`src/srp_pkg.sv`:
```
// srp_pkg: shared types and constants of the smoothed ramp profile block
// used by every module under src, no dependencies of its own
package srp_pkg;

	localparam int TIME_W    = 32;
	localparam int DUR_W     = 31;
	localparam int SMOOTH_W  = 16;
	localparam int SCOMP_W   = 17;
	localparam int VAL_W     = 32;
	localparam int CFG_IDX_W = 3;
	localparam int CFG_DAT_W = 32;
	localparam int SR_W      = SMOOTH_W + DUR_W;
	localparam int RS_W      = SCOMP_W + DUR_W;
	localparam int DIFF_W    = TIME_W + 1;

	localparam int DIV_QB = 31;
	localparam int DIV_DB = 31;
	localparam int DIV_NB = DIV_QB + DIV_DB;

	localparam int F_W    = 32;
	localparam int PROD_W = VAL_W + F_W;
	localparam int RND_W  = PROD_W - 30;
	localparam int SUM_W  = RND_W + 1;

	localparam logic [CFG_IDX_W-1:0] CFG_START_TIME    = 3'd0;
	localparam logic [CFG_IDX_W-1:0] CFG_RAMP_DURATION = 3'd1;
	localparam logic [CFG_IDX_W-1:0] CFG_SMOOTHNESS    = 3'd2;
	localparam logic [CFG_IDX_W-1:0] CFG_BASE_OFFSET   = 3'd3;
	localparam logic [CFG_IDX_W-1:0] CFG_RAMP_HEIGHT   = 3'd4;

	localparam logic [SMOOTH_W-1:0] S_ONE    = 16'h8000;
	localparam logic [SCOMP_W-1:0]  S_FULL   = 17'h10000;
	localparam logic [DIV_QB-1:0]   U_ONE    = 31'h4000_0000;
	localparam logic [DIV_QB-1:0]   U_HALF   = 31'h2000_0000;
	localparam logic [F_W-1:0]      F_ONE    = 32'h4000_0000;
	localparam logic [F_W-1:0]      F_HALF   = 32'h2000_0000;
	localparam logic [PROD_W-1:0]   RND_HALF = 64'h0000_0000_2000_0000;
	localparam logic [VAL_W-1:0]    VAL_MAX  = 32'h7FFF_FFFF;
	localparam logic [VAL_W-1:0]    VAL_MIN  = 32'h8000_0000;

	typedef enum logic [2:0] {
		REG_BEFORE = 3'd0,
		REG_LOWER  = 3'd1,
		REG_LINEAR = 3'd2,
		REG_UPPER  = 3'd3,
		REG_AFTER  = 3'd4
	} region_t;

	typedef struct packed {
		logic [TIME_W-1:0]  start_time;
		logic [DUR_W-1:0]   r_eff;
		logic [SCOMP_W-1:0] s_comp;
		logic [SR_W-1:0]    sr;
		logic [RS_W-1:0]    rs;
		logic [DIV_DB-1:0]  dd;
		logic [VAL_W-1:0]   base_offset;
		logic [VAL_W-1:0]   ramp_height;
	} cfg_t;

	typedef struct packed {
		region_t region;
		logic    neg;
	} side_t;

endpackage

```
`src/srp_level.sv`:
```
// srp_level: ramp fraction, scaling by height, rounding, offset and saturation
// depends on srp_pkg; the last stage is the output register
module srp_level (
	input  logic                        clk,
	input  logic                        arst_n,
	input  logic                        en,
	input  logic                        in_valid,
	input  logic [srp_pkg::DIV_QB-1:0]  quo,
	input  srp_pkg::side_t              side,
	input  srp_pkg::cfg_t               regs,
	output logic                        valid_s8,
	output logic [srp_pkg::VAL_W-1:0]   level_s8,
	output srp_pkg::region_t            region_s8,
	output logic                        sat_s8
);

	logic                               valid_s5;
	logic                               valid_s6;
	logic                               valid_s7;
	logic signed [srp_pkg::F_W-1:0]     f_s5;
	logic signed [srp_pkg::PROD_W-1:0]  prod_s6;
	logic signed [srp_pkg::RND_W-1:0]   rnd_s7;
	srp_pkg::region_t                   region_s5;
	srp_pkg::region_t                   region_s6;
	srp_pkg::region_t                   region_s7;

	logic [srp_pkg::F_W-1:0]            q_c;
	logic [srp_pkg::F_W-1:0]            f_c;
	logic signed [srp_pkg::VAL_W-1:0]   h_c;
	logic signed [srp_pkg::PROD_W-1:0]  prod_c;
	logic [srp_pkg::PROD_W-1:0]         rsum_c;
	logic signed [srp_pkg::SUM_W-1:0]   tot_c;
	logic                               ovf_c;
	logic [srp_pkg::VAL_W-1:0]          lvl_c;

	always_comb begin
		q_c = {1'b0, quo};
		case (side.region)
			srp_pkg::REG_BEFORE: f_c = '0;
			srp_pkg::REG_LOWER:  f_c = q_c;
			srp_pkg::REG_LINEAR: f_c = side.neg ? (srp_pkg::F_HALF - q_c)
			                                    : (srp_pkg::F_HALF + q_c);
			srp_pkg::REG_UPPER:  f_c = srp_pkg::F_ONE - q_c;
			srp_pkg::REG_AFTER:  f_c = srp_pkg::F_ONE;
			default:             f_c = '0;
		endcase
	end

	assign h_c    = $signed(regs.ramp_height);
	assign prod_c = h_c * f_s5;
	// round half up, then floor by the arithmetic shift
	assign rsum_c = prod_s6 + srp_pkg::RND_HALF;

	always_comb begin
		tot_c = {{(srp_pkg::SUM_W-srp_pkg::VAL_W){regs.base_offset[srp_pkg::VAL_W-1]}},
		         regs.base_offset}
		      + {rnd_s7[srp_pkg::RND_W-1], rnd_s7};
		ovf_c = (tot_c[srp_pkg::SUM_W-1:srp_pkg::VAL_W-1] != '0)
		     && (tot_c[srp_pkg::SUM_W-1:srp_pkg::VAL_W-1] != '1);
		if (!ovf_c)
			lvl_c = tot_c[srp_pkg::VAL_W-1:0];
		else if (tot_c[srp_pkg::SUM_W-1])
			lvl_c = srp_pkg::VAL_MIN;
		else
			lvl_c = srp_pkg::VAL_MAX;
	end

	always_ff @(posedge clk or negedge arst_n) begin
		if (!arst_n) begin
			valid_s5 <= 1'b0;
			valid_s6 <= 1'b0;
			valid_s7 <= 1'b0;
			valid_s8 <= 1'b0;
		end else if (en) begin
			valid_s5 <= in_valid;
			valid_s6 <= valid_s5;
			valid_s7 <= valid_s6;
			valid_s8 <= valid_s7;
		end
	end

	always_ff @(posedge clk) begin
		if (en) begin
			f_s5      <= f_c;
			region_s5 <= side.region;
			prod_s6   <= prod_c;
			region_s6 <= region_s5;
			rnd_s7    <= rsum_c[srp_pkg::PROD_W-1:30];
			region_s7 <= region_s6;
			level_s8  <= lvl_c;
			region_s8 <= region_s7;
			sat_s8    <= ovf_c;
		end
	end

endmodule

```
`config.mk`:
```
export PLATFORM = sky130hd
export DESIGN_NAME = srp_level
export DESIGN_NICKNAME = d
export VERILOG_FILES = /design/src/srp_pkg.sv /design/src/srp_level.sv
export SDC_FILE = /design/constraint.sdc
export NUM_CORES = 2
export LEC_CHECK = 0
export ABC_AREA = 1
export BUFFER_PORTS_ARGS = -buffer_cell sky130_fd_sc_hd__clkbuf_2
export CAP_MARGIN = 15
export CORE_MARGIN = 5
export CORE_UTILIZATION = 48
export DETAILED_ROUTE_END_ITERATION = 12
export HOLD_SLACK_MARGIN = 0.15
export PLACE_DENSITY = 0.68
export RECOVER_POWER = 25
export SLEW_MARGIN = 20
export SYNTH_ARGS = -nofsm -noshare
export SYNTH_HDL_FRONTEND = slang
export SYNTH_SLANG_ARGS = --single-unit
```
`constraint.sdc`:
```
create_clock -name clk -period 6.8 [get_ports clk]
set_input_delay 0 -clock clk [delete_from_list [all_inputs] [get_ports clk]]
set_output_delay 0 -clock clk [all_outputs]
set_load 0.01 [all_outputs]
```
==> results by group <==
Global route
  – Most Crowded Layer GR: met2
  – Vias in the first global route: around 41k
  – First-pass GRT wire length: approximately 220,000 µm
  – Total grt overflow: 0
  – GRT met2 Usage: 46.6%
  – Met3 Use GR: 3.96%
  – Total GRT Usage: 27.2%
  – Initial antenna violation count: 1
  – Largest net degree at the start of global routing: 83
  – Routing usage on met1: 36.2%

Clock network
  – CTS tree: built
  – H-tree levels: 4
  – Total CTS buffers: 17
  – Clock sinks: 150
  – Worst-Skew Late Latency: a little over 0.5 ns
  – Clock slew at reported path FFs: 0.10 ns
  – Worst-case clock buffer depth: 2
  – Root buffer cell: clkbuf_16

Outcome
  – Status: finished, violations left
  – Failing checks: capacitance limit, slew limit, setup timing

Routing
  – DRT antenna net count: 0
  – First DRT Iteration DRCs: 3,052
  – Vias per Instance: 5.06
  – # DRC: 0
  – Avg WL per Cell: 18.7 µm
  – Drt pass-1 iters: 6
  – Total number of vias: 38.5k
  – Final wirelength: 142,000 µm

Place
  – Port buffer count: 139
  – Post-DP HPWL: 118,000 µm
  – DP Worst Slack: -0.388 ns
  – Cell Area, Placed: 52,400 µm²
  – Routability Congestion: 0.963

Die
  – Die H: ~320 µm
  – Die width: 323 µm
  – Row count: 114
  – Ports: 346
  – Die area: 104,000 µm²
  – Initial Util: approximately 48%
  – Core area: 96,900 µm²

Timing
  – Setup violations, final: 21
  – FMAX: 143 MHz
  – RSZ-0062 raised after global routing: true
  – Fin crit period: 6.98 ns
  – Endpoints failing hold: 0
  – Fin Hold WS: roughly 0.17 ns
  – Worst setup margin: -0.180 ns
  – Relative slew margins: -216%
  – Worst slew pin tran: 4.74 ns
  – Final period util: 103%
  – Clock Skew: 0.0308 ns
  – Final Max Tran Viols: 74

Cells and area
  – Register area: 4480 µm²
  – Ant diodes: 0
  – Nets: 7,917
  – Core Util, Final: 58.5%
  – Layout cells sized above 1: 18.3%
  – Area delta synth->final: 20.7%
  – Fillers: approximately 8.5k
  – Area of the multi-input gates: 37,200 µm²
  – Post-route cell area: 56,600 µm²

Worst hold path
  – HP Class: in2reg
  – Hold Path End: level_s8[26]
  – Hold depth: 5
  – HP Start: regs[58]

Worst setup path
  – FF-to-FF End: prod_s6[38]
  – Critical Path RT: 7.07 ns
  – Crit-path max FO: 8
  – Reg2Reg Launch Point: f_s5[16]
  – Critical Path Start Type: register
  – Worst reg-to-reg path cell count: 26
  – Worst Setup Path Type: reg2reg
  – CP endpoint kind: register
  – Critical Path AT: 7.25 ns
  – Reg-to-reg slack, setup: -0.18 ns

Yosys
  – Commonest register cell after synthesis: edfxtp_1
  – YS warnings: 0
  – Count of cell types in the netlist: 51
  – #FFs+latches synth: 150
  – Sequential area share after synthesis: a little under a tenth
  – Mapped Nets: 7,424
  – Ys async rst share: 2.67%
  – Mean Syn Cell Area: 8.07 µm²
  – Mapped Area: 46,900 µm²
  – Gate Count Post-Synth: around 5.8k
  – EDFF count, synth: 146

Job
  – Max_cap viols: 1
how the worst max path moves through the flow:
stage,from,slack (ns),cells past startpoint,to
finish,f_s5[16],-0.18,26,prod_s6[38]
global placement,f_s5[17],-0.32,25,prod_s6[38]
CTS,f_s5[11],-0.12,27,prod_s6[60]
detailed placement,f_s5[8],-0.39,25,prod_s6[61]
floorplan,f_s5[7],-0.1,27,prod_s6[61]
global route,f_s5[9],-0.38,28,prod_s6[38]
worst max-delay path, cell delays in order (launching register included):
cell and delay [ns]:
edfxtp_1 0.43, buf_12 0.16, buf_8 0.14, nand2_1 0.07, inv_2 0.05, fa_1 0.50, fa_1 0.54, inv_2 0.05
fa_1 0.54, fa_1 0.45, fa_1 0.53, inv_2 0.05, fa_1 0.56, fa_1 0.48, fa_1 0.57, ha_4 0.33
nand2_4 0.06, nor2_4 0.12, inv_2 0.07, nor2_4 0.11, inv_2 0.05, nor4_4 0.31, a21o_1 0.25, buf_6 0.12
nand2_1 0.04, nand2_1 0.07, xor2_1 0.06
registers in the layout, summed over array words and instances, names as in the netlist:
register	count
valid_s5	1
region_s8	3
region_s7	3
valid_s7	1
rnd_s7	34
level_s8	32
f_s5	32
valid_s6	1
prod_s6	35
region_s6	3
valid_s8	1
sat_s8	1
region_s5	3
area by class of cell:
class | count | share of cell area (%)
well taps | 1276 | 2.82
clock buffers | 17 | 0.751
flip-flops and latches | 150 | 7.92
clock inverters | 15 | 0.338
multi-input cells | 3704 | 65.7
inverters | 1756 | 11.7
repair buffers | 677 | 10.8
per-layer routing:
layer  routed length, µm  part of all wire [%]
met1               57500                    41
met2               68400                    48
met3               10600                   7.5
met4                5080                   3.6
met5                   0                     0
placed cells by master, fill, tap and decap left out, types with 15 or more instances in the layout:
cell           instances
ha_4                  45
nor2_1               155
o21ai_1               21
a21oi_4               15
nand4_1               22
xor2_1                65
fa_2                  64
nand2_4               21
ha_1                 175
inv_1               1663
nor4_1                15
fa_1                1018
clkbuf_1              38
o21ai_0               45
buf_4                352
buf_12                72
dlygate4sd3_1         58
nand3_1               92
nor2_2                59
clkbuf_16             24
a21oi_1               73
clkbuf_2             101
buf_6                 36
xnor2_1               32
edfxtp_1             146
inv_2                 87
nor2_4                46
nand2_1             1454
a21oi_2               42
nand2_2               68
nor3_1                27
what timing repair did:
action                                  4_1_cts  5_1_grt
pin swaps                                    31      227
setup buffers                                16       55
endpoints found under the setup margin       35       35
hold buffers                                 58        0
gates resized for setup                     152      493
gates cloned                                  2       10
endpoints found under the hold margin       116        0
synthesized netlist by cell type, drive strengths merged (32+ instances only):
cell	instances	area (µm²)
fa	1082	21700
inv	1755	6590
nand3	108	598
nor3	40	243
nand2	1543	5840
o21ai	87	435
xnor2	32	280
ha	220	2750
xor2	66	578
a21oi	130	673
nor2	260	1030
clkbuf	195	732
edfxtp	146	4380
cell families after synthesis:
logic type | Yosys count | share of synthesized area (%)
buffers and inverters | 1959 | 15.7
AND/OR/NAND/NOR | 2014 | 17.3
AO/OA/AOI/OAI | 290 | 3.51
XOR/XNOR | 98 | 1.83
adder cells (fa/ha/maj) | 1302 | 52.0
flip-flops | 150 | 9.56
metrics by stage:
stage | std cells | TNS, ns
after floorplan | 5813 | -0.468
after global placement | 7423 | -5.63
after detailed placement | 7423 | -7.66
after CTS | 7531 | -0.874
after global routing | 7595 | -7.66
final | 7595 | -1.52
Power is left out: the tool's default activity adds up to more than one toggle a clock period on the data nets, which glitch-free logic cannot reach.
