==> config.mk <==
export PLATFORM = sky130hd
export DESIGN_NAME = srp_cfg_regs
export DESIGN_NICKNAME = d
export VERILOG_FILES = /design/src/srp_pkg.sv /design/src/srp_cfg_regs.sv
export SDC_FILE = /design/constraint.sdc
export NUM_CORES = 2
export LEC_CHECK = 0
export BUFFER_PORTS_ARGS = -buffer_cell sky130_fd_sc_hd__buf_2
export CAP_MARGIN = 10
export CELL_PAD_IN_SITES_DETAIL_PLACEMENT = 0
export CELL_PAD_IN_SITES_GLOBAL_PLACEMENT = 2
export CORE_UTILIZATION = 30
export DETAILED_ROUTE_END_ITERATION = 7
export PLACE_DENSITY = 0.6
export SLEW_MARGIN = 0
export SYNTH_ARGS = -nofsm -noshare
export SYNTH_HDL_FRONTEND = slang
export SYNTH_SLANG_ARGS = --single-unit
==> constraint.sdc <==
create_clock -name clk -period 17.8 [get_ports clk]
set_input_delay 3.56 -clock clk [delete_from_list [all_inputs] [get_ports clk]]
set_output_delay 3.56 -clock clk [all_outputs]
set_load 0.005 [all_outputs]
==> src/srp_pkg.sv <==
// srp_pkg: shared types and constants of the smoothed ramp profile block
// used by every module under src, no dependencies of its own
package srp_pkg;

	localparam int TIME_W    = 32;
	localparam int DUR_W     = 31;
	localparam int SMOOTH_W  = 16;
	localparam int SCOMP_W   = 17;
	localparam int VAL_W     = 32;
	localparam int CFG_IDX_W = 3;
	localparam int CFG_DAT_W = 32;
	localparam int SR_W      = SMOOTH_W + DUR_W;
	localparam int RS_W      = SCOMP_W + DUR_W;
	localparam int DIFF_W    = TIME_W + 1;

	localparam int DIV_QB = 31;
	localparam int DIV_DB = 31;
	localparam int DIV_NB = DIV_QB + DIV_DB;

	localparam int F_W    = 32;
	localparam int PROD_W = VAL_W + F_W;
	localparam int RND_W  = PROD_W - 30;
	localparam int SUM_W  = RND_W + 1;

	localparam logic [CFG_IDX_W-1:0] CFG_START_TIME    = 3'd0;
	localparam logic [CFG_IDX_W-1:0] CFG_RAMP_DURATION = 3'd1;
	localparam logic [CFG_IDX_W-1:0] CFG_SMOOTHNESS    = 3'd2;
	localparam logic [CFG_IDX_W-1:0] CFG_BASE_OFFSET   = 3'd3;
	localparam logic [CFG_IDX_W-1:0] CFG_RAMP_HEIGHT   = 3'd4;

	localparam logic [SMOOTH_W-1:0] S_ONE    = 16'h8000;
	localparam logic [SCOMP_W-1:0]  S_FULL   = 17'h10000;
	localparam logic [DIV_QB-1:0]   U_ONE    = 31'h4000_0000;
	localparam logic [DIV_QB-1:0]   U_HALF   = 31'h2000_0000;
	localparam logic [F_W-1:0]      F_ONE    = 32'h4000_0000;
	localparam logic [F_W-1:0]      F_HALF   = 32'h2000_0000;
	localparam logic [PROD_W-1:0]   RND_HALF = 64'h0000_0000_2000_0000;
	localparam logic [VAL_W-1:0]    VAL_MAX  = 32'h7FFF_FFFF;
	localparam logic [VAL_W-1:0]    VAL_MIN  = 32'h8000_0000;

	typedef enum logic [2:0] {
		REG_BEFORE = 3'd0,
		REG_LOWER  = 3'd1,
		REG_LINEAR = 3'd2,
		REG_UPPER  = 3'd3,
		REG_AFTER  = 3'd4
	} region_t;

	typedef struct packed {
		logic [TIME_W-1:0]  start_time;
		logic [DUR_W-1:0]   r_eff;
		logic [SCOMP_W-1:0] s_comp;
		logic [SR_W-1:0]    sr;
		logic [RS_W-1:0]    rs;
		logic [DIV_DB-1:0]  dd;
		logic [VAL_W-1:0]   base_offset;
		logic [VAL_W-1:0]   ramp_height;
	} cfg_t;

	typedef struct packed {
		region_t region;
		logic    neg;
	} side_t;

endpackage

==> src/srp_cfg_regs.sv <==
// srp_cfg_regs: configuration registers and the products derived from them
// depends on srp_pkg
module srp_cfg_regs (
	input  logic                           clk,
	input  logic                           arst_n,
	input  logic                           cfg_valid,
	output logic                           cfg_ready,
	input  logic [srp_pkg::CFG_IDX_W-1:0]  cfg_index,
	input  logic [srp_pkg::CFG_DAT_W-1:0]  cfg_data,
	output srp_pkg::cfg_t                  regs
);

	logic [srp_pkg::TIME_W-1:0]   start_time_q;
	logic [srp_pkg::DUR_W-1:0]    ramp_duration_q;
	logic [srp_pkg::SMOOTH_W-1:0] smoothness_q;
	logic [srp_pkg::VAL_W-1:0]    base_offset_q;
	logic [srp_pkg::VAL_W-1:0]    ramp_height_q;

	logic [srp_pkg::DUR_W-1:0]    r_eff_c;
	logic [srp_pkg::SMOOTH_W-1:0] s_eff_c;
	logic [srp_pkg::SCOMP_W-1:0]  s_comp_c;
	logic [srp_pkg::SR_W-1:0]     sr_c;
	logic [srp_pkg::RS_W-1:0]     rs_c;
	logic [srp_pkg::DIV_DB-1:0]   dd_c;

	logic [srp_pkg::DUR_W-1:0]    r_eff_q;
	logic [srp_pkg::SCOMP_W-1:0]  s_comp_q;
	logic [srp_pkg::SR_W-1:0]     sr_q;
	logic [srp_pkg::RS_W-1:0]     rs_q;
	logic [srp_pkg::DIV_DB-1:0]   dd_q;

	assign cfg_ready = 1'b1;

	always_ff @(posedge clk or negedge arst_n) begin
		if (!arst_n) begin
			start_time_q    <= '0;
			ramp_duration_q <= 31'd1;
			smoothness_q    <= '0;
			base_offset_q   <= '0;
			ramp_height_q   <= 32'd65536;
		end else if (cfg_valid) begin
			case (cfg_index)
				srp_pkg::CFG_START_TIME:    start_time_q    <= cfg_data[srp_pkg::TIME_W-1:0];
				srp_pkg::CFG_RAMP_DURATION: ramp_duration_q <= cfg_data[srp_pkg::DUR_W-1:0];
				srp_pkg::CFG_SMOOTHNESS:    smoothness_q    <= cfg_data[srp_pkg::SMOOTH_W-1:0];
				srp_pkg::CFG_BASE_OFFSET:   base_offset_q   <= cfg_data[srp_pkg::VAL_W-1:0];
				srp_pkg::CFG_RAMP_HEIGHT:   ramp_height_q   <= cfg_data[srp_pkg::VAL_W-1:0];
				default: ;
			endcase
		end
	end

	// zero duration acts as one, smoothness clips at one
	assign r_eff_c  = (ramp_duration_q == '0) ? 31'd1 : ramp_duration_q;
	assign s_eff_c  = (smoothness_q > srp_pkg::S_ONE) ? srp_pkg::S_ONE : smoothness_q;
	assign s_comp_c = srp_pkg::S_FULL - {1'b0, s_eff_c};
	assign sr_c     = s_eff_c * r_eff_c;
	assign rs_c     = s_comp_c * r_eff_c;
	assign dd_c     = s_eff_c * s_comp_c;

	always_ff @(posedge clk or negedge arst_n) begin
		if (!arst_n) begin
			r_eff_q  <= 31'd1;
			s_comp_q <= srp_pkg::S_FULL;
			sr_q     <= '0;
			rs_q     <= 48'd65536;
			dd_q     <= '0;
		end else begin
			r_eff_q  <= r_eff_c;
			s_comp_q <= s_comp_c;
			sr_q     <= sr_c;
			rs_q     <= rs_c;
			dd_q     <= dd_c;
		end
	end

	always_comb begin
		regs.start_time  = start_time_q;
		regs.r_eff       = r_eff_q;
		regs.s_comp      = s_comp_q;
		regs.sr          = sr_q;
		regs.rs          = rs_q;
		regs.dd          = dd_q;
		regs.base_offset = base_offset_q;
		regs.ramp_height = ramp_height_q;
	end

endmodule

==> impl_metrics.env <==
export IMPL_detail_route_antenna_nets=0
export IMPL_synth_top_area_share_pct=41.3
export IMPL_placed_area_um2=54500
export IMPL_grt_pass1_wl_um=261000
export IMPL_via_count=36100
export IMPL_synth_top_area_cell="fa_1"
export IMPL_synth_area_um2=50700
export IMPL_r2r_start="smoothness_q[0]"
export IMPL_first_pass_iters=5
export IMPL_critPathTopFamily="adder cells"
export IMPL_cts_buffers_inserted=43
export IMPL_tns_ps=0
export IMPL_synth_edf_count=0
export IMPL_min_from="base_offset_q[6]"
export IMPL_cts_resized=0
export IMPL_cts_htree_levels=2
export IMPL_drive_above_1_share_pct=11.8
export IMPL_grt_setup_unrepaired="false"
export IMPL_die_w_um=413
export IMPL_layout_setup_ws_ps=6320
export IMPL_cts_clk_slew_worst_paths_ps=60
export IMPL_rows=150
export IMPL_path_buf_inv=7
export IMPL_drtIter0Drc=1777
export IMPL_grt_use_met1_pct=27.2
export IMPL_top_usage_layer="met2"
export IMPL_synth_seq_cells=315
export IMPL_root_buffer="clkbuf_16"
export IMPL_worst_slew_pin_slew_ps=1220
export IMPL_hpwlAfterDp_um=131000
export IMPL_synth_distinct_cells=74
export IMPL_clk_path_buf_depth=3
export IMPL_nFillCells=17700
export IMPL_status="finished clean"
export IMPL_final_area_um2=56000
export IMPL_cp_data_required_time_ps=18330
export IMPL_grt_usage_pct=20.8
export IMPL_crit_fanout=44
export IMPL_clock_skew_ps=73.9
export IMPL_finalCritPeriodShare_pct=64.5
export IMPL_use_met2_pct=35.3
export IMPL_hold_violations=0
export IMPL_grt_ovfl_total=0
export IMPL_grt_max_degree=65
export IMPL_critPathMostFrequentCell="fa_1"
export IMPL_synthArstFlopShare_pct=100
export IMPL_min_path_cells=1
export IMPL_slew_viol_final=0
export IMPL_r2r_end="rs_q[45]"
export IMPL_synth_ff_type="dfrtp_1"
export IMPL_pin_count=309
export IMPL_fmax_mhz=87.1
export IMPL_coreArea_um2=167000
export IMPL_synth_avg_cell_area_um2=9.46
export IMPL_hold_buffers=0
export IMPL_critPathSlowestCell="inv_1"
export IMPL_insertion_delay_ps=710
export IMPL_worst_r2r_cell_count=30
export IMPL_post_route_drc_count=0
export IMPL_synth_seq_area_share_pct=15.6
export IMPL_cp_arrival_ps=12010
export IMPL_criticalPathCategory="reg -> reg"
export IMPL_max_cap_viol_count=0
export IMPL_crit_path_max_incr_delay_ps=1050
export IMPL_wl_per_cell_um=22.2
export IMPL_post_cts_buffers=0
export IMPL_fp_dieH_um=413
export IMPL_path_depth=30
export IMPL_areaGrowthSynthToFinish_pct=10.5
export IMPL_clkSinkCount=315
export IMPL_via_per_inst=4.68
export IMPL_min_period_ps=11480
export IMPL_cts_tree="built"
export IMPL_crit_start="smoothness_q[0]"
export IMPL_grt_use_met3_pct=3.11
export IMPL_netlist_instances=5353
export IMPL_gp_congestion=0.808
export IMPL_ys_warn_count=0
export IMPL_hold_class="reg -> reg"
export IMPL_totalWireLength_um=171000
export IMPL_fin_nets=6914
export IMPL_dpl_worst_slack_ps=6390
export IMPL_max_slew_margin_rel_pct=18.8
export IMPL_grt_pass1_vias=40100
export IMPL_portBuffers=307
export IMPL_startpoint_type="flop"
export IMPL_min_to="base_offset_q[6]"
export IMPL_rrSetupSlack_ps=6320
export IMPL_start_util_pct=30.3
export IMPL_cp_end_kind="flop"
export IMPL_dieArea_um2=170000
export IMPL_antenna_found_initial=11
export IMPL_setup_viol=0
export IMPL_yosys_top_cells_area="fa_1 (41%), dfrtp_1 (15%), inv_1 (8.9%)"
metrics by stage:
step           utilization, %  std cells  hold slack, ps
6_report                 33.4       7721             498
5_1_grt                  33.4       7719             515
4_1_cts                  33.4       7717             500
3_5_place_dp             32.5       7639             487
3_3_place_gp             32.5       7639             483
2_1_floorplan               -       5365             504
worst max path at each step:
stage	endpoint
floorplan	dd_q[29]
global placement	dd_q[29]
detailed placement	rs_q[45]
CTS	rs_q[45]
global route	rs_q[45]
finish	rs_q[45]
logic make-up (layout without fill, tap and decap cells):
kind of cell / count (synthesis) / after routing / share of synthesized area, %
buffers and inverters: 1530 / 1679 / 11.4
xor gates and xnor gates: 109 / 109 / 1.88
and+or+nand+nor: 1529 / 1529 / 13.7
adders and majority gates: 1395 / 1395 / 49.9
DFF: 315 / 315 / 15.6
other: 2 / 17 / 0.0148
muxes: 144 / 144 / 3.20
AOI/OAI and AO/OA: 329 / 329 / 4.35
sequential cells by signal, summed over array words and instances, names as in the netlist:
signal,cells
sr_q,46
smoothness_q,16
dd_q,31
ramp_duration_q,31
rs_q,48
s_comp_q,16
base_offset_q,32
r_eff_q,31
start_time_q,32
ramp_height_q,32
metal layers:
metal	routed length, um	part of all wire (%)
met5	13	0.0076
met4	5720	3.3
met3	7670	4.5
met2	83800	49
met1	74300	43
cell type report:
| class | instances | area [um2] | share of cell area [%] |
|---|---|---|---|
| antenna | 3 | 7.51 | 0.0134 |
| clock buffer | 60 | 1230 | 2.20 |
| timing repair buffer | 390 | 2190 | 3.91 |
| sequential | 315 | 7890 | 14.1 |
| clock inverter | 18 | 235 | 0.420 |
| tap | 2204 | 2760 | 4.93 |
| inverter | 1211 | 4550 | 8.12 |
| multi-input combinational | 3520 | 37100 | 66.3 |
worst reg2reg max path: cells and delay by family (launching register included):
kind            cells  cell delay (ps)
flops               1              460
buf+inv             7             2520
fa+ha+maj           8             3470
simple gates        6             2290
compound gates      9             2540
cell usage in the layout, fill, tap and decap left out, types with 29 or more instances in the layout:
| cell | instances |
|---|---|
| dfrtp_1 | 309 |
| fa_1 | 1045 |
| inv_1 | 1201 |
| xor2_1 | 29 |
| o21ai_0 | 50 |
| nor2_1 | 136 |
| xnor2_1 | 78 |
| and2_1 | 139 |
| a21o_1 | 52 |
| and3_1 | 56 |
| a21oi_1 | 96 |
| ha_1 | 350 |
| nor2b_1 | 132 |
| buf_2 | 306 |
| buf_4 | 82 |
| clkbuf_16 | 43 |
| mux2_2 | 144 |
| nand2_1 | 924 |
synth_stat cells (5+ instances only):
library cell and count:
ha_1 350, a311oi_1 5, a21o_1 52, o211ai_1 17, mux2_2 144, nor2_1 138, a31oi_1 8, nand4_1 10
nand2_1 924, and3_1 56, a221oi_1 5, or2_2 5, nand2b_1 28, or3_1 8, a211oi_1 18, inv_1 1202
o21a_1 16, xor2_1 29, a211o_1 5, clkbuf_1 285, clkinv_1 7, nor2b_1 137, fa_1 1045, o21ai_0 50
xnor2_1 80, o21bai_1 16, a21oi_1 96, a21boi_0 5, nand3_1 20, nor4_1 15, and2_1 139, nor3_1 26
dfstp_2 5, buf_1 27, dfrtp_1 310
Power is not shown: default switching activity piles up to over one toggle a cycle in this logic, so the estimate is an artifact.
