**config.mk**
```make
export PLATFORM = sky130hd
export DESIGN_NAME = srp_divider
export DESIGN_NICKNAME = d
export VERILOG_FILES = /design/src/srp_pkg.sv /design/src/srp_divider.sv
export SDC_FILE = /design/constraint.sdc
export NUM_CORES = 2
export LEC_CHECK = 0
export BUFFER_PORTS_ARGS = -buffer_cell sky130_fd_sc_hd__buf_2
export CAP_MARGIN = 10
export CORE_ASPECT_RATIO = 0.9
export CORE_MARGIN = 4
export CORE_UTILIZATION = 60
export DETAILED_ROUTE_END_ITERATION = 10
export GPL_ROUTABILITY_DRIVEN = 0
export PLACE_DENSITY_LB_ADDON = 0.05
export SYNTH_ARGS = -nofsm -noshare
export SYNTH_HDL_FRONTEND = slang
export SYNTH_SLANG_ARGS = --single-unit
export TNS_END_PERCENT = 10
```
**constraint.sdc**
```tcl
create_clock -name clk -period 4.8 [get_ports clk]
set_input_delay 0.96 -clock clk [delete_from_list [all_inputs] [get_ports clk]]
set_output_delay 0.96 -clock clk [all_outputs]
set_load 0.05 [all_outputs]
```
**src/srp_pkg.sv**
```systemverilog
// srp_pkg: shared types and constants of the smoothed ramp profile block
// used by every module under src, no dependencies of its own
package srp_pkg;

	localparam int TIME_W    = 32;
	localparam int DUR_W     = 31;
	localparam int SMOOTH_W  = 16;
	localparam int SCOMP_W   = 17;
	localparam int VAL_W     = 32;
	localparam int CFG_IDX_W = 3;
	localparam int CFG_DAT_W = 32;
	localparam int SR_W      = SMOOTH_W + DUR_W;
	localparam int RS_W      = SCOMP_W + DUR_W;
	localparam int DIFF_W    = TIME_W + 1;

	localparam int DIV_QB = 31;
	localparam int DIV_DB = 31;
	localparam int DIV_NB = DIV_QB + DIV_DB;

	localparam int F_W    = 32;
	localparam int PROD_W = VAL_W + F_W;
	localparam int RND_W  = PROD_W - 30;
	localparam int SUM_W  = RND_W + 1;

	localparam logic [CFG_IDX_W-1:0] CFG_START_TIME    = 3'd0;
	localparam logic [CFG_IDX_W-1:0] CFG_RAMP_DURATION = 3'd1;
	localparam logic [CFG_IDX_W-1:0] CFG_SMOOTHNESS    = 3'd2;
	localparam logic [CFG_IDX_W-1:0] CFG_BASE_OFFSET   = 3'd3;
	localparam logic [CFG_IDX_W-1:0] CFG_RAMP_HEIGHT   = 3'd4;

	localparam logic [SMOOTH_W-1:0] S_ONE    = 16'h8000;
	localparam logic [SCOMP_W-1:0]  S_FULL   = 17'h10000;
	localparam logic [DIV_QB-1:0]   U_ONE    = 31'h4000_0000;
	localparam logic [DIV_QB-1:0]   U_HALF   = 31'h2000_0000;
	localparam logic [F_W-1:0]      F_ONE    = 32'h4000_0000;
	localparam logic [F_W-1:0]      F_HALF   = 32'h2000_0000;
	localparam logic [PROD_W-1:0]   RND_HALF = 64'h0000_0000_2000_0000;
	localparam logic [VAL_W-1:0]    VAL_MAX  = 32'h7FFF_FFFF;
	localparam logic [VAL_W-1:0]    VAL_MIN  = 32'h8000_0000;

	typedef enum logic [2:0] {
		REG_BEFORE = 3'd0,
		REG_LOWER  = 3'd1,
		REG_LINEAR = 3'd2,
		REG_UPPER  = 3'd3,
		REG_AFTER  = 3'd4
	} region_t;

	typedef struct packed {
		logic [TIME_W-1:0]  start_time;
		logic [DUR_W-1:0]   r_eff;
		logic [SCOMP_W-1:0] s_comp;
		logic [SR_W-1:0]    sr;
		logic [RS_W-1:0]    rs;
		logic [DIV_DB-1:0]  dd;
		logic [VAL_W-1:0]   base_offset;
		logic [VAL_W-1:0]   ramp_height;
	} cfg_t;

	typedef struct packed {
		region_t region;
		logic    neg;
	} side_t;

endpackage

```
**src/srp_divider.sv**
```systemverilog
// srp_divider: pipelined restoring divider, one quotient bit per stage
// depends on srp_pkg; needs the quotient to fit in DIV_QB bits
module srp_divider (
	input  logic                        clk,
	input  logic                        arst_n,
	input  logic                        en,
	input  logic                        in_valid,
	input  logic [srp_pkg::DIV_NB-1:0]  in_num,
	input  logic [srp_pkg::DIV_DB-1:0]  in_den,
	input  srp_pkg::side_t              in_side,
	output logic                        out_valid,
	output logic [srp_pkg::DIV_QB-1:0]  out_quo,
	output srp_pkg::side_t              out_side
);

	localparam int QB = srp_pkg::DIV_QB;
	localparam int DB = srp_pkg::DIV_DB;

	logic           valid_s [QB];
	logic [DB-1:0]  rem_s   [QB];
	logic [QB-1:0]  low_s   [QB];
	logic [DB-1:0]  den_s   [QB];
	logic [QB-1:0]  quo_s   [QB];
	srp_pkg::side_t side_s  [QB];

	logic           cur_valid [QB];
	logic [DB-1:0]  cur_rem   [QB];
	logic [QB-1:0]  cur_low   [QB];
	logic [DB-1:0]  cur_den   [QB];
	logic [QB-1:0]  cur_quo   [QB];
	srp_pkg::side_t cur_side  [QB];

	logic [DB:0]    trial [QB];
	logic [DB:0]    diff  [QB];
	logic           take  [QB];
	logic [DB-1:0]  nxt_rem [QB];
	logic [QB-1:0]  nxt_quo [QB];

	always_comb begin
		cur_valid[0] = in_valid;
		cur_rem[0]   = in_num[srp_pkg::DIV_NB-1:QB];
		cur_low[0]   = in_num[QB-1:0];
		cur_den[0]   = in_den;
		cur_quo[0]   = '0;
		cur_side[0]  = in_side;
		for (int k = 1; k < QB; k++) begin
			cur_valid[k] = valid_s[k-1];
			cur_rem[k]   = rem_s[k-1];
			cur_low[k]   = low_s[k-1];
			cur_den[k]   = den_s[k-1];
			cur_quo[k]   = quo_s[k-1];
			cur_side[k]  = side_s[k-1];
		end
		for (int k = 0; k < QB; k++) begin
			trial[k]   = {cur_rem[k], cur_low[k][QB-1-k]};
			diff[k]    = trial[k] - {1'b0, cur_den[k]};
			take[k]    = trial[k] >= {1'b0, cur_den[k]};
			nxt_rem[k] = take[k] ? diff[k][DB-1:0] : trial[k][DB-1:0];
			nxt_quo[k] = {cur_quo[k][QB-2:0], take[k]};
		end
	end

	always_ff @(posedge clk or negedge arst_n) begin
		if (!arst_n) begin
			for (int k = 0; k < QB; k++)
				valid_s[k] <= 1'b0;
		end else if (en) begin
			for (int k = 0; k < QB; k++)
				valid_s[k] <= cur_valid[k];
		end
	end

	always_ff @(posedge clk) begin
		if (en) begin
			for (int k = 0; k < QB; k++) begin
				rem_s[k]  <= nxt_rem[k];
				low_s[k]  <= cur_low[k];
				den_s[k]  <= cur_den[k];
				quo_s[k]  <= nxt_quo[k];
				side_s[k] <= cur_side[k];
			end
		end
	end

	assign out_valid = valid_s[QB-1];
	assign out_quo   = quo_s[QB-1];
	assign out_side  = side_s[QB-1];

endmodule

```
==> metrics.log <==
[metrics] outcome: complete, no violations
[metrics] vertical die dimension: 481 um
[metrics] critical path endpoint category: flip-flop
[metrics] Post-Place Worst Slack: 0.384 ns
[metrics] Required @ worst endpoint: 5.40 ns
[metrics] library cells used by synthesis: 95
[metrics] final-report max-slew violation count: 0
[metrics] Maximum Capacitance Violations: 0
[metrics] power density normalized to cell area: 673 nW/um^2
[metrics] Port Buf Inserts: about 140
[metrics] deepest clock path buffer count: 4
[metrics] count of standard-cell rows: 173
[metrics] Worst VDD drop: about 460 uV
[metrics] unrepaired setup endpoints after global routing: false
[metrics] total routing usage reported by global routing: between 20% and 30%
[metrics] share of flip-flops with an asynchronous set or reset after synthesis: 1.04%
[metrics] area of the mapped netlist: 149,000 um^2
[metrics] fraction of the yosys area taken by sequential cells: 59.9%
[metrics] tightest slew margin relative to the limit: 26.6%
[metrics] Synth Net Count: 13,100
[metrics] CTS buffer count: between 300 and 400
[metrics] WL per Instance: 19.5 um
[metrics] launching element type of the critical path: flip-flop
[metrics] total number of H-tree levels: 5
[metrics] worst flop-to-flop path startpoint: den_s[0][434]
[metrics] worst reg2reg endpoint: rem_s[0][468]
[metrics] Final Critical Period: 4.31 ns
[metrics] Most used DFF post-synth: edfxtp_1
[metrics] wire length reported by the detailed router: a little over 300 mm
[metrics] number of hold violations in the final report: 0
[metrics] number of global-route vias before repair: ~90,000
[metrics] Synth area leader: edfxtp_1
[metrics] Synth area leaders: edfxtp_1 59%, ha_1 8.1%, a21oi_1 3.2%, mux2_2 3.1%, inv_1 2.9%
[metrics] Synthesis Warnings: 0
[metrics] worst hold margin: 0.119 ns
[metrics] TritonCTS clock tree: yes
[metrics] Worst Tran Pin Value: 1.10 ns
[metrics] routed via count divided by cell count: 5.85
[metrics] Achievable Freq: around 230 MHz
[metrics] layout overhead on the synthesized area: 10.3%
[metrics] Nets: 13,400
[metrics] largest clock skew in the final design: 0.0497 ns
[metrics] starting utilization of the core area: 60.3%
[metrics] number of synthesized flops with an enable pin: about 2,900
[metrics] count of hold buffers inserted by post-cts repair: 0
[metrics] PnR Total Power: about 110 mW
[metrics] delay of the slowest cell on the worst path: 0.44 ns
[metrics] core utilization of the finished layout: 66.5%
[metrics] Core ar.: 247,000 um^2
[metrics] Overflow after GRT: 0
[metrics] Placed Instances: roughly 15,000
[metrics] maximum number of pins on one net before global-route repair: 172
[metrics] number of instances in the synthesized netlist: 12,000
[metrics] r2r setup slk: 0.49 ns
[metrics] vias: about 93,000
[metrics] maximum fanout encountered on the critical timing path: 32
[metrics] area post-placement: 154,000 um^2
[metrics] cell mode on critical path: o21ai_0
[metrics] Worst Hold Class: in -> async
[metrics] arrival time at the worst endpoint: around 4.9 ns
[metrics] post-CTS setup buffer count: 0
[metrics] count of boundary I/O pins: around 140
[metrics] antenna violations before repair: 7
[metrics] Pre-antenna DRT Iters: 6
[metrics] die outline width: about 530 um
[metrics] count of state elements after synthesis: approximately 3,000
[metrics] first-pass GRT wire length: approximately 500 mm
[metrics] setup tns final: 0 ns
[metrics] later-pin clock latency in the skew report: 0.87 ns
[metrics] post-CTS clock slew at the launch and capture registers of the worst setup and hold paths: 0.06 ns
[metrics] DR iter-0 viols: 7,739
[metrics] CTS sink cnt: 2,976
[metrics] fillcell total: 18,100
[metrics] CTS Root Buffer Type: clkbuf_16
[metrics] standby leakage power: 66.0 nW
[metrics] Setup CP Type: reg -> reg
[metrics] HPWL reported at the end of detailed placement: 225 mm
[metrics] Die Area: 256,000 um^2
[metrics] cell depth of the worst flop-to-flop path: 14
[metrics] slowest stage cell, crit path: buf_4
[metrics] count of final setup violators: 0
[metrics] post-CTS resize count: 0
[metrics] fraction of final layout cells sized beyond drive strength 1: 9.68%
[metrics] remaining number of nets flagged by the antenna check after routing: 0
[metrics] Avg Inst Size Synth: 12.4 um^2
[metrics] post-route fraction of the period consumed by the critical path: roughly nine tenths
[metrics] cells along the critical path: ha_1, fa_1, nor2b_1, o211ai_1, a21boi_1, o21a_1, o21ai_0, o21ai_1, o21ai_0, a21oi_1, nor3_1, o31ai_4, buf_4, mux2_2
[metrics] crit path setup slack, layout: 0.492 ns
[metrics] area fraction of the dominant cell type after synthesis: about three fifths
[metrics] post-detailed-route DRC marker count: 0
[metrics] area of all placed cells without fillers: 164,000 um^2
[metrics] number of non-filler instances in the completed layout: 15,900
worst max path at each step:
stage	startpoint	to	slack, ns	depth (start not counted)
after CTS	den_s[0][434]	rem_s[0][478]	0.51	14
after floorplan	in_den[7]	rem_s[0][24]	0.99	14
after detailed placement	in_num[30]	rem_s[0][2]	0.38	16
after global routing	den_s[0][0]	rem_s[0][41]	0.24	13
final	den_s[0][434]	rem_s[0][468]	0.49	14
after global placement	in_num[30]	rem_s[0][3]	0.45	16
area by class of cell:
class / count / area [um^2] / area share, %
clock inverters: 182 / 1760 / 1.07
clock buffers: 380 / 8250 / 5.03
inverters: 1162 / 4360 / 2.66
flip-flops and latches: 2976 / 89200 / 54.3
diodes: 1 / 2.50 / 0.00152
multi-input cells: 7577 / 54400 / 33.2
repair buffers: 254 / 1960 / 1.19
well taps: 3325 / 4160 / 2.53
synthesized netlist by cell type, types with 144 or more instances:
cell type / number
nor2_1: 708
inv_1: 1162
a21oi_1: 965
o21a_1: 144
o21ai_0: 659
clkbuf_1: 173
mux2_2: 410
xor2_1: 308
a21o_1: 480
ha_1: 961
nand4_1: 146
edfxtp_1: 2945
xnor2_1: 460
nand2_1: 720
nor2b_1: 149
sequential cells by signal (all words and copies together) (netlist names):
name / cells
side_s: 124
low_s: 465
out_valid: 1
cur_valid: 30
den_s: 930
rem_s: 930
quo_s: 496
power breakdown:
group | switching, mW | internal (mW)
logic | 25.6 | 20.2
registers | 3.83 | 37.2
clock network | 9.85 | 13.8
critical path: cells and delay by family (launching register included):
family                   cells  cell delay (ns)
AO/OA/AOI/OAI                8             1.84
adder cells (fa/ha/maj)      2             0.65
buffers and inverters        1             0.44
flip-flops                   1             0.39
multiplexers                 1             0.39
AND/OR/NAND/NOR              2             0.32
placed cells by master, fill, tap and decap left out, types with 63 or more instances in the layout:
| cell type | n |
|---|---|
| a21o_1 | 480 |
| nand4_1 | 146 |
| nor2_1 | 708 |
| and3_1 | 68 |
| xor2_1 | 308 |
| o21a_1 | 142 |
| xnor2_1 | 460 |
| nand3_1 | 137 |
| ha_1 | 961 |
| o31ai_1 | 68 |
| o21bai_1 | 102 |
| edfxtp_1 | 2945 |
| buf_4 | 88 |
| nand2_1 | 719 |
| a211oi_1 | 63 |
| o21ai_0 | 659 |
| inv_1 | 1162 |
| nor2b_1 | 149 |
| buf_2 | 135 |
| clkbuf_16 | 319 |
| nand2b_1 | 142 |
| a31oi_1 | 108 |
| a21oi_1 | 964 |
| nor3_1 | 112 |
| mux2_2 | 410 |
logic make-up (layout without fill, tap and decap cells):
| group | Yosys count | in the layout | synth area share, % |
|---|---|---|---|
| compound gates | 3001 | 3001 | 12.7 |
| xor+xnor | 768 | 768 | 4.52 |
| fa+ha+maj | 991 | 991 | 8.48 |
| buf+inv | 1408 | 1978 | 3.63 |
| flops | 2976 | 2976 | 59.9 |
| mux | 441 | 441 | 3.31 |
| other cells | 0 | 1 | 0 |
| simple gates | 2376 | 2376 | 7.47 |
metal layers:
layer | global-route usage (%) | vias to the layer above | share of wire [%]
met5 | 0 | - | 0.011
met4 | 7.92 | 4 | 3.5
met3 | 2.77 | 648 | 4.7
met2 | 40.5 | 2469 | 49
met1 | 31.6 | 44900 | 43
li1 | - | 44700 | -
No activity file was read; power rests on OpenSTA's default activity.
