<file path="src/srp_pkg.sv">
// srp_pkg: shared types and constants of the smoothed ramp profile block
// used by every module under src, no dependencies of its own
package srp_pkg;

	localparam int TIME_W    = 32;
	localparam int DUR_W     = 31;
	localparam int SMOOTH_W  = 16;
	localparam int SCOMP_W   = 17;
	localparam int VAL_W     = 32;
	localparam int CFG_IDX_W = 3;
	localparam int CFG_DAT_W = 32;
	localparam int SR_W      = SMOOTH_W + DUR_W;
	localparam int RS_W      = SCOMP_W + DUR_W;
	localparam int DIFF_W    = TIME_W + 1;

	localparam int DIV_QB = 31;
	localparam int DIV_DB = 31;
	localparam int DIV_NB = DIV_QB + DIV_DB;

	localparam int F_W    = 32;
	localparam int PROD_W = VAL_W + F_W;
	localparam int RND_W  = PROD_W - 30;
	localparam int SUM_W  = RND_W + 1;

	localparam logic [CFG_IDX_W-1:0] CFG_START_TIME    = 3'd0;
	localparam logic [CFG_IDX_W-1:0] CFG_RAMP_DURATION = 3'd1;
	localparam logic [CFG_IDX_W-1:0] CFG_SMOOTHNESS    = 3'd2;
	localparam logic [CFG_IDX_W-1:0] CFG_BASE_OFFSET   = 3'd3;
	localparam logic [CFG_IDX_W-1:0] CFG_RAMP_HEIGHT   = 3'd4;

	localparam logic [SMOOTH_W-1:0] S_ONE    = 16'h8000;
	localparam logic [SCOMP_W-1:0]  S_FULL   = 17'h10000;
	localparam logic [DIV_QB-1:0]   U_ONE    = 31'h4000_0000;
	localparam logic [DIV_QB-1:0]   U_HALF   = 31'h2000_0000;
	localparam logic [F_W-1:0]      F_ONE    = 32'h4000_0000;
	localparam logic [F_W-1:0]      F_HALF   = 32'h2000_0000;
	localparam logic [PROD_W-1:0]   RND_HALF = 64'h0000_0000_2000_0000;
	localparam logic [VAL_W-1:0]    VAL_MAX  = 32'h7FFF_FFFF;
	localparam logic [VAL_W-1:0]    VAL_MIN  = 32'h8000_0000;

	typedef enum logic [2:0] {
		REG_BEFORE = 3'd0,
		REG_LOWER  = 3'd1,
		REG_LINEAR = 3'd2,
		REG_UPPER  = 3'd3,
		REG_AFTER  = 3'd4
	} region_t;

	typedef struct packed {
		logic [TIME_W-1:0]  start_time;
		logic [DUR_W-1:0]   r_eff;
		logic [SCOMP_W-1:0] s_comp;
		logic [SR_W-1:0]    sr;
		logic [RS_W-1:0]    rs;
		logic [DIV_DB-1:0]  dd;
		logic [VAL_W-1:0]   base_offset;
		logic [VAL_W-1:0]   ramp_height;
	} cfg_t;

	typedef struct packed {
		region_t region;
		logic    neg;
	} side_t;

endpackage

</file>
<file path="src/srp_region.sv">
// srp_region: time difference and region decision, two pipeline stages
// depends on srp_pkg
module srp_region (
	input  logic                        clk,
	input  logic                        arst_n,
	input  logic                        en,
	input  logic                        in_valid,
	input  logic [srp_pkg::TIME_W-1:0]  time_tick,
	input  srp_pkg::cfg_t               regs,
	output logic                        valid_s2,
	output srp_pkg::region_t            region_s2,
	output logic [srp_pkg::DUR_W-1:0]   dlow_s2
);

	logic                        valid_s1;
	logic [srp_pkg::DIFF_W-1:0]  d_s1;
	logic [srp_pkg::SR_W-1:0]    d16_c;
	logic                        d_pos_c;
	logic                        gt_r_c;
	logic                        le_lo_c;
	logic                        le_hi_c;
	srp_pkg::region_t            region_c;

	always_ff @(posedge clk or negedge arst_n) begin
		if (!arst_n) begin
			valid_s1 <= 1'b0;
			valid_s2 <= 1'b0;
		end else if (en) begin
			valid_s1 <= in_valid;
			valid_s2 <= valid_s1;
		end
	end

	always_comb begin
		d16_c   = {d_s1[srp_pkg::DUR_W-1:0], 16'b0};
		d_pos_c = !d_s1[srp_pkg::DIFF_W-1] && (d_s1 != '0);
		gt_r_c  = d_s1 > {2'b00, regs.r_eff};
		le_lo_c = d16_c <= regs.sr;
		le_hi_c = {1'b0, d16_c} <= regs.rs;
		if (!d_pos_c)
			region_c = srp_pkg::REG_BEFORE;
		else if (gt_r_c)
			region_c = srp_pkg::REG_AFTER;
		else if (le_lo_c)
			region_c = srp_pkg::REG_LOWER;
		else if (le_hi_c)
			region_c = srp_pkg::REG_LINEAR;
		else
			region_c = srp_pkg::REG_UPPER;
	end

	always_ff @(posedge clk) begin
		if (en) begin
			d_s1      <= {time_tick[srp_pkg::TIME_W-1], time_tick}
			           - {regs.start_time[srp_pkg::TIME_W-1], regs.start_time};
			region_s2 <= region_c;
			dlow_s2   <= d_s1[srp_pkg::DUR_W-1:0];
		end
	end

endmodule

</file>
<file path="config.mk">
export PLATFORM = sky130hd
export DESIGN_NAME = srp_region
export DESIGN_NICKNAME = d
export VERILOG_FILES = /design/src/srp_pkg.sv /design/src/srp_region.sv
export SDC_FILE = /design/constraint.sdc
export NUM_CORES = 1
export LEC_CHECK = 0
export BUFFER_PORTS_ARGS = -buffer_cell sky130_fd_sc_hd__buf_4
export CORE_AREA = 3 3 132 134
export DETAILED_ROUTE_END_ITERATION = 10
export DIE_AREA = 0 0 135 137
export PLACE_DENSITY_LB_ADDON = 0.1
export SLEW_MARGIN = 20
export SYNTH_ARGS = -nofsm -noshare
export SYNTH_HDL_FRONTEND = slang
export SYNTH_SLANG_ARGS = --single-unit
</file>
<file path="constraint.sdc">
create_clock -name clk -period 2.25 [get_ports clk]
set_input_delay 0.1125 -clock clk [delete_from_list [all_inputs] [get_ports clk]]
set_output_delay 0.1125 -clock clk [all_outputs]
set_load 0.05 [all_outputs]
</file>
==> metrics.yaml, run 1 <==
cts_buffers: 9
fin_crit_ns: 2.23
cts_buffer_depth: 2
die_h_um: 137
rsz0062_at_grt: "yes"
nets: 1451
grt_pass1_wl_mm: 29.0
crit_arrival_ns: 2.32
antenna_found_initial: 2
wl_mm: 19.5
cp_top_family: "simple AND/OR/NAND/NOR gates"
cts_tree: "yes"
async_reset_ff_share_pct: 2.90
fin_cells: 1244
num_vias: 6106
rows: 47
gp_congestion: 0.844
endpoint_kind: "register"
max_stage_delay_ns: 0.49
status: "completed"
ys.flop_type: "edfxtp_1"
p_int_uw: 3640
synth.distinct_cells: 57
grt_pass1_vias: 5858
clkSinkCount: 69
ys_seq_elements: 69
dpl_cell_area_sq_um: 8940
n_fill_cell: 1543
clkTransAtPathRegs_ns: 0.06
first_pass_iters: 4
final-max-slew-violation-count: 0
whs_ns: 0.0171
power_density_nw_per_um2: 580
synth_top_area_share_pct: 31.4
grt_start_max_net_pins: 43
register_area_sq_um: 2060
grt_overflow: 0
cp_max_fo: 3
yosys.area.top_type: "edfxtp_1"
start_util_pct: 39.1
insertion_delay_ns: 0.33
portBuffers: 228
h-tree-depth: 3
areaGrowthSynthToFinish_pct: 49.8
worstMarginPinSlew_ns: 0.598
fmax_ghz: 0.449
drc: 0
fin_util_pct: 58.6
drive_gt1_share_pct: 36.9
cp_slowest_cell: "edfxtp_1"
drt_iter0_markers: 303
setup_tns_ns: 0
multi_input_area_sq_um: 4070
seq_power_share_pct: 32.8
cp.required_ns: 2.34
setup_violations: 0
hpwl_mm: 16.1
peakVddDrop_mv: 0.392
synthTopCellsByArea: "edfxtp_1 31%, ha_1 24%, inv_1 8.0%, a21oi_1 4.2%, a21o_1 2.8%"
yosysSeqAreaShare_pct: 32.1
p_clk_share_pct: 26.1
clock-skew-final_ns: 0.00487
share_comb_of_total_power_pct: 41.2
ios: 341
layout_commonest_cell: "buf_4"
core_area_sq_um: 16400
leakagePower_uw: 0.00487
syn_inst: 698
period_share_pct: 99.0
drtAntennaViolNets: 0
yosysWarnings: 0
slew_headroom_pct: 59.1
finalHoldViolCount: 0
antennaDiodeCount: 0
place_inst: 1214
hp-class: "input pin to register"
worstSetupPathType: "register to register"
swShare_pct: 34.8
final_cell_mix: "313 x buf_4, 136 x inv_1, 117 x ha_1"
grt_usage_pct: 20.1
cts-root-buf: "clkbuf_16"
die_w_um: 135
syn-num-nets: 1130
startpoint_type: "register"
drv_cap: 0
avgSynthCellArea_sq_um: 9.19
power.net_switching_uw: 1940
ff2ff_setup_slack_ns: 0.02
wire_per_inst_um: 15.7
synth_edf_count: 67
die_area_sq_um: 18500
path_buf_inv: 1
fin_area_sq_um: 9610
vias_per_cell: 4.91
cp_cell_sequence: "buf_4 > ha_1 > nor4b_2 > nand2_1 > nor4_2 > and3_1 > a21oi_2 > and2_4"
syn-cell-area_sq_um: 6410
metrics by stage:
step | power (uW) | worst slack [ns]
global route | 5940 | -0.102
detailed placement | 3960 | -0.614
global placement | 3940 | -0.577
floorplan | 3010 | 0.0246
CTS | 5480 | 0.00155
finish | 5580 | 0.0218
worst paths after layout:
| check | startpoint | endpoint | cells past startpoint |
|---|---|---|---|
| worst max-delay path | d_s1[2] | region_s2[1] | 8 |
| worst min-delay path | in_valid | valid_s1 | 2 |
| worst max register to register | d_s1[2] | region_s2[1] | 8 |
| worst min register to register | valid_s1 | valid_s1 | 1 |
| max in group asynchronous | arst_n | valid_s2 | 2 |
| min in group asynchronous | arst_n | valid_s1 | 2 |
power groups by stage:
stage	clock (uW)	sequential (uW)	combinational, uW
after floorplan	0	2030	976
after global placement	0	1860	2080
after detailed placement	0	1860	2100
after CTS	1480	1830	2170
after global routing	1530	1840	2570
final	1450	1830	2300
worst reg2reg max path, delay by kind of cell, from the launching register on:
kind / cells / cell delay [ns]
flip-flops: 1 / 0.49
AO/OA/AOI/OAI: 1 / 0.05
adder cells (fa/ha/maj): 1 / 0.29
buffers and inverters: 1 / 0.20
AND/OR/NAND/NOR: 5 / 0.96
state kept, by name (all words and copies together) (netlist names):
| signal | flops |
|---|---|
| dlow_s2 | 31 |
| d_s1 | 33 |
| region_s2 | 3 |
| valid_s2 | 1 |
| valid_s1 | 1 |
cell type report:
type / count / share of cell area [%]
Clock inverter: 6 / 0.729
Tap cell: 220 / 2.86
Sequential cell: 69 / 21.5
Inverter: 136 / 5.31
Clock buffer: 10 / 2.38
Multi-Input combinational cell: 487 / 42.4
Timing Repair Buffer: 316 / 24.9
per-layer routing:
| metal | vias to the layer above | part of all wire, % | global-route usage [%] |
|---|---|---|---|
| met5 | - | 0.092 | 0 |
| met4 | 4 | 1.4 | 5.15 |
| met3 | 23 | 6.3 | 4.26 |
| met2 | 164 | 46 | 34.0 |
| met1 | 2746 | 46 | 26.4 |
| li1 | 3169 | - | - |
cells in the mapped netlist, types with 3 or more instances:
cell type / count
nand3_1: 7
o21ai_1: 4
xnor2_1: 16
xor2_1: 10
nor4_1: 18
a2111oi_0: 4
a31oi_1: 3
edfxtp_1: 67
o21a_1: 7
nor3_1: 13
nor4b_1: 4
nor2b_1: 11
a21o_1: 24
inv_1: 136
nand3b_1: 3
clkbuf_1: 5
nor2_1: 32
nand2_1: 30
a21oi_1: 54
and3_1: 7
o21ai_0: 31
a211oi_1: 11
nand2b_1: 8
ha_1: 125
nand4_1: 24
o21bai_1: 4
cell families (layout without fill, tap and decap cells):
group | Yosys count | after routing | synth area share, %
simple gates | 165 | 165 | 13.8
flops | 69 | 69 | 32.1
xor+xnor | 26 | 26 | 3.55
fa+ha+maj | 126 | 126 | 24.7
buf+inv | 142 | 468 | 8.37
compound gates | 168 | 168 | 17.1
mux | 2 | 2 | 0.351
repair_timing:
item,in CTS,in global routing
hold endpoints to repair,2,0
gates resized for setup,20,34
hold buffers,1,0
pin swaps,14,12
setup endpoints to repair,3,10
buffers inserted,1,12
Note: power is estimated with default switching activity, not from simulation.
==> run 2, diff against run 1 <==
--- a/config.mk
+++ b/config.mk
@@ -10,6 +10,7 @@
 export DETAILED_ROUTE_END_ITERATION = 10
 export DIE_AREA = 0 0 135 137
 export PLACE_DENSITY_LB_ADDON = 0.1
+export REMOVE_ABC_BUFFERS = 1
 export SLEW_MARGIN = 20
 export SYNTH_ARGS = -nofsm -noshare
 export SYNTH_HDL_FRONTEND = slang
==> run 2 against run 1 <==
Net effect:
- the flow now finishes with violations (negative setup slack)
- setup slack got worse by 0.027 ns
- critical path depth increased by 1
- power decreased by 0.36%
- clock skew increased by 0.0033 ns
- register-to-register slack got worse by 0.03 ns
- design area decreased by 2.3%
- sequential cell count unchanged
- non-clock buffer count decreased by 10
- highest routed layer unchanged
==> metrics.yaml, run 2 (synthesis gave the netlist of run 1 again) <==
status: "finished with violations"
violations: "negative setup slack"
grt_pass1_wl_mm: 28.9
largest_register: "d_s1"
seq_power_share_pct: 32.3
endpoint_kind: "register"
n_fill_cell: 1543
ios: 341
insertion_delay_ns: 0.33
cts_buffer_depth: 2
rsz0062_at_grt: "yes"
path_buf_inv: 0
hp-class: "input pin to register"
max_stage_delay_ns: 0.45
power.net_switching_uw: 1860
drc: 0
antenna_found_initial: 2
core_area_sq_um: 16400
setup_violations: 1
clkTransAtPathRegs_ns: 0.06
die_h_um: 137
swShare_pct: 33.6
areaGrowthSynthToFinish_pct: 46.3
hpwl_mm: 16.1
worst_slack_ns: -0.00563
final_cell_mix: "303 x buf_4, 136 x inv_1, 124 x ha_1"
cts_buffers: 9
grt_usage_pct: 19.9
cts_tree: "yes"
die_w_um: 135
grt_start_max_net_pins: 54
cts-root-buf: "clkbuf_16"
cp_top_family: "compound AO/OA/AOI/OAI gates"
fin_crit_ns: 2.26
finalHoldViolCount: 0
cp_max_fo: 2
cp_cell_sequence: "ha_1 > a21o_1 > a21o_1 > a21oi_2 > o21ai_1 > nor2b_4 > a2111oi_4 > a21oi_2 > and2_1"
vias_per_cell: 4.88
final-max-slew-violation-count: 0
drtAntennaViolNets: 0
grt_overflow: 0
h-tree-depth: 3
cp.required_ns: 2.33
drt_iter0_markers: 233
worstSetupPathType: "register to register"
fmax_ghz: 0.443
layout_commonest_cell: "buf_4"
p_int_uw: 3690
drv_cap: 0
whs_ns: 0.0207
antennaDiodeCount: 0
start_util_pct: 39.1
wire_per_inst_um: 15.2
wl_mm: 18.8
power_density_nw_per_um2: 592
p_clk_share_pct: 27.9
clock-skew-final_ns: 0.00819
nets: 1441
share_comb_of_total_power_pct: 39.9
portBuffers: 228
worstMarginPinSlew_ns: 0.659
largestRegisters: "d_s1 x33, dlow_s2 x31, region_s2 x3"
slew_headroom_pct: 54.9
leakagePower_uw: 0.00482
cp_slowest_cell: "edfxtp_1"
drive_gt1_share_pct: 34.1
rows: 47
startpoint_type: "register"
largest_register_ffs: 33
crit_arrival_ns: 2.34
period_share_pct: 100
num_vias: 6026
die_area_sq_um: 18500
grt_pass1_vias: 5923
clkSinkCount: 69
gp_congestion: 0.863
dp_slack_ns: -0.591
first_pass_iters: 4
peakVddDrop_mv: 0.483
-- run 2: power groups by stage --
stage | clock network (uW) | logic (uW) | registers [uW]
5_1_grt | 1640 | 2480 | 1820
4_1_cts | 1570 | 2200 | 1790
3_3_place_gp | 0 | 2130 | 1820
3_5_place_dp | 0 | 2150 | 1820
2_1_floorplan | 0 | 973 | 2030
6_report | 1550 | 2210 | 1790
-- run 2: routing by layer --
| metal | GRT usage, % | share of wire [%] |
|---|---|---|
| met2 | 33.1 | 45 |
| met4 | 3.30 | 0.78 |
| met3 | 5.44 | 7.8 |
| met1 | 26.4 | 46 |
| met5 | 0 | 0.11 |
-- run 2: area by class of cell --
cell class	instances	area, sq um	area share, %
Clock buffer	9	225	2.40
Sequential cell	69	2060	22.0
Inverter	136	510	5.44
Tap cell	220	275	2.93
Multi-Input combinational cell	487	3900	41.6
Clock inverter	7	97.6	1.04
Timing Repair Buffer	306	2320	24.7
-- run 2: metrics by stage --
stage               std cells  util, %  instance area (sq um)  setup TNS, ns  total power [uW]
floorplan                 692        -                   6390              0              3000
global placement         1213     54.5                   8940          -2.60              3950
detailed placement       1213     54.5                   8940          -2.79              3970
CTS                      1233     56.9                   9330       -0.00120              5570
global route             1234     57.2                   9390         -0.215              5930
finish                   1234     57.2                   9390       -0.00563              5560
-- run 2: worst paths after layout --
kind	from	cells past startpoint	slack, ns	to
min in group asynchronous	arst_n	2	0.11	valid_s1
min reg2reg	valid_s1	1	0.51	valid_s2
max reg2reg	d_s1[16]	9	-0.006	region_s2[1]
max in group asynchronous	arst_n	2	2.06	valid_s2
min	in_valid	2	0.02	valid_s1
max	d_s1[16]	9	-0.006	region_s2[1]
-- run 2: timing repair --
action                                  4_1_cts  5_1_grt
gates resized for setup                      12       13
endpoints found under the setup margin        2        5
buffers inserted                              3        1
hold buffers                                  1        0
endpoints found under the hold margin         2        0
pin swaps                                     9        6
-- run 2: worst reg2reg max path: cells and delay by family, from the launching register on --
family | cells | cell delay, ns
flip-flops | 1 | 0.45
AND/OR/NAND/NOR | 2 | 0.31
AO/OA/AOI/OAI | 6 | 0.91
adder cells (fa/ha/maj) | 1 | 0.34
